$ cat config.mk
export PLATFORM = sky130hd
export DESIGN_NAME = imh_ram
export DESIGN_NICKNAME = d
export VERILOG_FILES = /design/src/hdl/imh_ram.sv
export SDC_FILE = /design/constraint.sdc
export NUM_CORES = 1
export LEC_CHECK = 0
export BUFFER_PORTS_ARGS = -buffer_cell sky130_fd_sc_hd__buf_2
export CORE_ASPECT_RATIO = 0.6
export CORE_MARGIN = 5
export CORE_UTILIZATION = 35
export DETAILED_ROUTE_END_ITERATION = 10
export REMOVE_ABC_BUFFERS = 1
export SKIP_CTS_REPAIR_TIMING = 1
export SYNTH_ARGS = -nofsm -noshare
export SYNTH_HDL_FRONTEND = slang
export SYNTH_SLANG_ARGS = --single-unit
$ cat constraint.sdc
create_clock -name clock -period 2.6 [get_ports clock]
set_clock_uncertainty 0.2 [all_clocks]
set_input_delay 0 -clock clock [delete_from_list [all_inputs] [get_ports clock]]
set_output_delay 0 -clock clock [all_outputs]
set_load 0.03 [all_outputs]
$ cat src/hdl/imh_ram.sv
// Generic single-write, single-read RAM with registered read data.
module imh_ram #(
   parameter int WIDTH = 8,
   parameter int DEPTH = 16
) (
   input  logic                     clock,
   input  logic                     wr_en,
   input  logic [$clog2(DEPTH)-1:0] wr_addr,
   input  logic [WIDTH-1:0]         wr_data,
   input  logic                     rd_en,
   input  logic [$clog2(DEPTH)-1:0] rd_addr,
   output logic [WIDTH-1:0]         rd_data
);

   logic [WIDTH-1:0] mem [DEPTH];

   always_ff @(posedge clock) begin
      if (wr_en) begin
         mem[wr_addr] <= wr_data;
      end
      if (rd_en) begin
         rd_data <= mem[rd_addr];
      end
   end

endmodule

==> summary.txt <==
Clock network
  • Clock latency at the later pin of the worst-skew pair: between 0.4 and 0.5 ns
  • Sink count of the clock tree: 136
  • Worst-path clk slew: 0.06 ns
  • CTS H-Tree Depth: 4
  • CTS tree: done
  • Clock root buffer: sky130_fd_sc_hd__clkbuf_16
  • Max Root-Sink Buffers: 2
  • Inserted Clock Buffers: 17

Global route
  • Maximum number of pins on one net before global-route repair: 33
  • Overflow left after global routing: 0
  • Number of antenna violations at the first check in global routing: 0
  • Gr usage total: about an eighth
  • Global-route wire length before repair: about 16000 microns
  • Vias in the first global route: between 2000 and 3000

Route
  • Total via count in the routed design: ~2600
  • Total met2 wirelength after detailed routing: roughly 4500 microns
  • Residual DRC count: 0
  • Vias/cell: ~5.1
  • Routed wirelength normalized by instance count: 21.4 microns
  • DRT met1 WL: around 5300 microns
  • Total met3 wirelength after detailed routing: around 860 microns
  • Post-route antenna net violation count: 0
  • Top layer in use: met4
  • Wire length reported by the detailed router: 10800 microns
  • TritonRoute pass-1 iters: 4
  • Violation count after the first detailed-route iteration: slightly below 200

Setup path
  • Signal arrival time at the worst endpoint: ~1.6 ns
  • Critical path endpoint category: flip-flop
  • CP Max Fanout: 8
  • Cell chain of the critical path: dlygate4sd3_1 > buf_2 > nand2b_1 > nor2_1
  • Flop2flop setup slack: between 0.9 and 1 ns
  • Critical-path top delay cell: sky130_fd_sc_hd__nor2_1
  • Highest cell delay on the worst timing path: 0.71 ns
  • Critical Path Source Type: input pin
  • Class of the most critical setup path: input pin to flip-flop
  • Required @ worst endpoint: between 2 and 2.5 ns
  • R2r worst-path depth: 3

Placed design
  • Routability cong.: 0.707
  • Total half-perimeter wirelength after legalization and detailed placement: a little under 7000 microns
  • Number of buffer cells added on primary ports: 26
  • Worst setup slack after placement: ~0.62 ns

Logic synthesis
  • Sequential area share after synthesis: between 70% and 80%
  • Mean area per synthesized cell: around 23 sq um
  • Number of warning messages in the yosys log: 0
  • Cell area after synthesis: roughly 5200 sq um
  • Mapped Cells: ~230
  • Number of distinct library cells after synthesis: 18
  • Total of flip-flops plus latches after synthesis: around 140

Power
  • Worst supply voltage drop on vdd: roughly 0.35 mV
  • Leakage: 2.14 nW
  • Total power divided by cell area: 812 nW/um^2

Cells and area
  • Leading cell types in the layout, fill and taps excluded: sky130_fd_sc_hd__edfxtp_1 (136), sky130_fd_sc_hd__buf_2 (26), sky130_fd_sc_hd__mux4_2 (18)
  • Fraction of layout instances using a drive strength above 1: between 30% and 40%
  • Number of nets at the end of the flow: between 300 and 400
  • Diode insertion count for antenna repair: 0
  • Growth of design area from synthesis to finish: 21.9%
  • Commonest non-fill, non-tap cell in the layout: sky130_fd_sc_hd__edfxtp_1

Timing
  • Fmax: about 0.56 GHz
  • Worst-case setup margin in the final layout: between 0.8 and 0.9 ns
  • Worst max-slew margin expressed relative to the limit: roughly 36%
  • Slew at the pin closest to its max-slew limit: between 0.9 and 1 ns
  • Unrepaired setup endpoints after global routing: false
  • Portion of the clock cycle consumed by the worst path in the final layout: approximately two thirds
  • Final critical path time including I/O delays and setup: 1.78 ns
  • Slew Viols, Final: 0
  • Fin Setup TNS: 0 ns
  • Number of hold-slack violations in the final timing report: 0
  • Setup violators final: 0

Flow run
  • Max-cap violations: 0

Status
  • Result of the run: complete, no violations

Die
  • Die X: 168 microns
  • Count of boundary I/O pins: 27
  • Std-Cell Core Area: around 15000 sq um
  • Starting utilization of the core area: 35.9%
  • Die Area: 17600 sq um
  • Die Height: 105 microns
  • Site Rows: 34

Hold path
  • Type of the worst min-delay path: input pin to flip-flop
  • Hold Crit Depth: 4
-- synthesized netlist by cell type --
library cell                      number  area, sq um
sky130_fd_sc_hd__edfxtp_1            136         4080
sky130_fd_sc_hd__mux4_2               18          405
sky130_fd_sc_hd__a22oi_1              16          120
sky130_fd_sc_hd__mux4_1               14          368
sky130_fd_sc_hd__nor2_1               13         48.8
sky130_fd_sc_hd__nand2_1               9         33.8
sky130_fd_sc_hd__nor3_1                4         20.0
sky130_fd_sc_hd__buf_2                 3         15.0
sky130_fd_sc_hd__buf_6                 3         33.8
sky130_fd_sc_hd__clkdlybuf4s25_2       3         30.0
sky130_fd_sc_hd__nand2b_1              2         12.5
sky130_fd_sc_hd__nand3b_1              2         15.0
sky130_fd_sc_hd__and2_1                1         6.26
sky130_fd_sc_hd__and2b_1               1         7.51
sky130_fd_sc_hd__buf_4                 1         7.51
sky130_fd_sc_hd__nand3_1               1         5.00
sky130_fd_sc_hd__nor2b_1               1         6.26
sky130_fd_sc_hd__or3b_2                1         8.76
-- state kept, by name, indices dropped and copies added, names as in the netlist --
name,flops
mem,128
rd_data,8
-- layer usage --
layer,global-route usage (%),up-vias
met2,16.9,76
met5,0,-
li1,-,1113
met3,4.91,11
met4,3.30,0
met1,19.8,1351
-- worst max-delay path: cells and delay by family --
kind                   cells  cell delay [ns]
buffers and inverters      2             0.69
and+or+nand+nor            2             0.91
-- cell families (layout without fill, tap and decap cells) --
group / count (synthesis) / count (layout) / share of synthesized area, %
buffers and inverters: 10 / 86 / 1.65
AOI/OAI and AO/OA: 16 / 16 / 2.30
and+or+nand+nor: 35 / 35 / 3.14
DFF: 136 / 136 / 78.1
muxes: 32 / 32 / 14.8
-- per-stage QoR --
step	utilization [%]	cells	hold slack, ns	total power [mW]	cell area (sq um)
floorplan	-	219	-0.101	2.65	5140
global placement	38.8	459	0.190	2.77	5650
detailed placement	38.8	459	0.189	2.78	5650
CTS	43.0	491	-0.248	5.20	6250
global route	43.8	503	0.0677	5.35	6370
finish	43.8	503	0.0494	5.18	6370
-- path summary, 6_finish.rpt --
path / start / to
hold reg to reg: mem[12][2]$_DFFE_PP_ / rd_data[2]$_DFFE_PP_
setup reg to reg: mem[1][0]$_DFFE_PP_ / rd_data[0]$_DFFE_PP_
setup / recovery: wr_addr[0] / mem[2][7]$_DFFE_PP_
hold / removal: wr_addr[2] / mem[15][5]$_DFFE_PP_
-- final cells by class --
| type | instances | area [sq um] |
|---|---|---|
| clock inverter | 15 | 175 |
| clock buffer | 17 | 425 |
| sequential | 136 | 4080 |
| tap | 198 | 248 |
| multi-input combinational | 83 | 1060 |
| timing repair buffer | 54 | 383 |
| fill | 1262 | 8180 |
-- report_power, final --
part | leakage, nW | switching (mW) | internal [mW] | total (mW)
registers | 1.24 | 0.0126 | 2.47 | 2.48
logic | 0.615 | 0.151 | 0.105 | 0.256
clock network | 0.288 | 0.926 | 1.51 | 2.44
(Power assumes the default switching activity.)
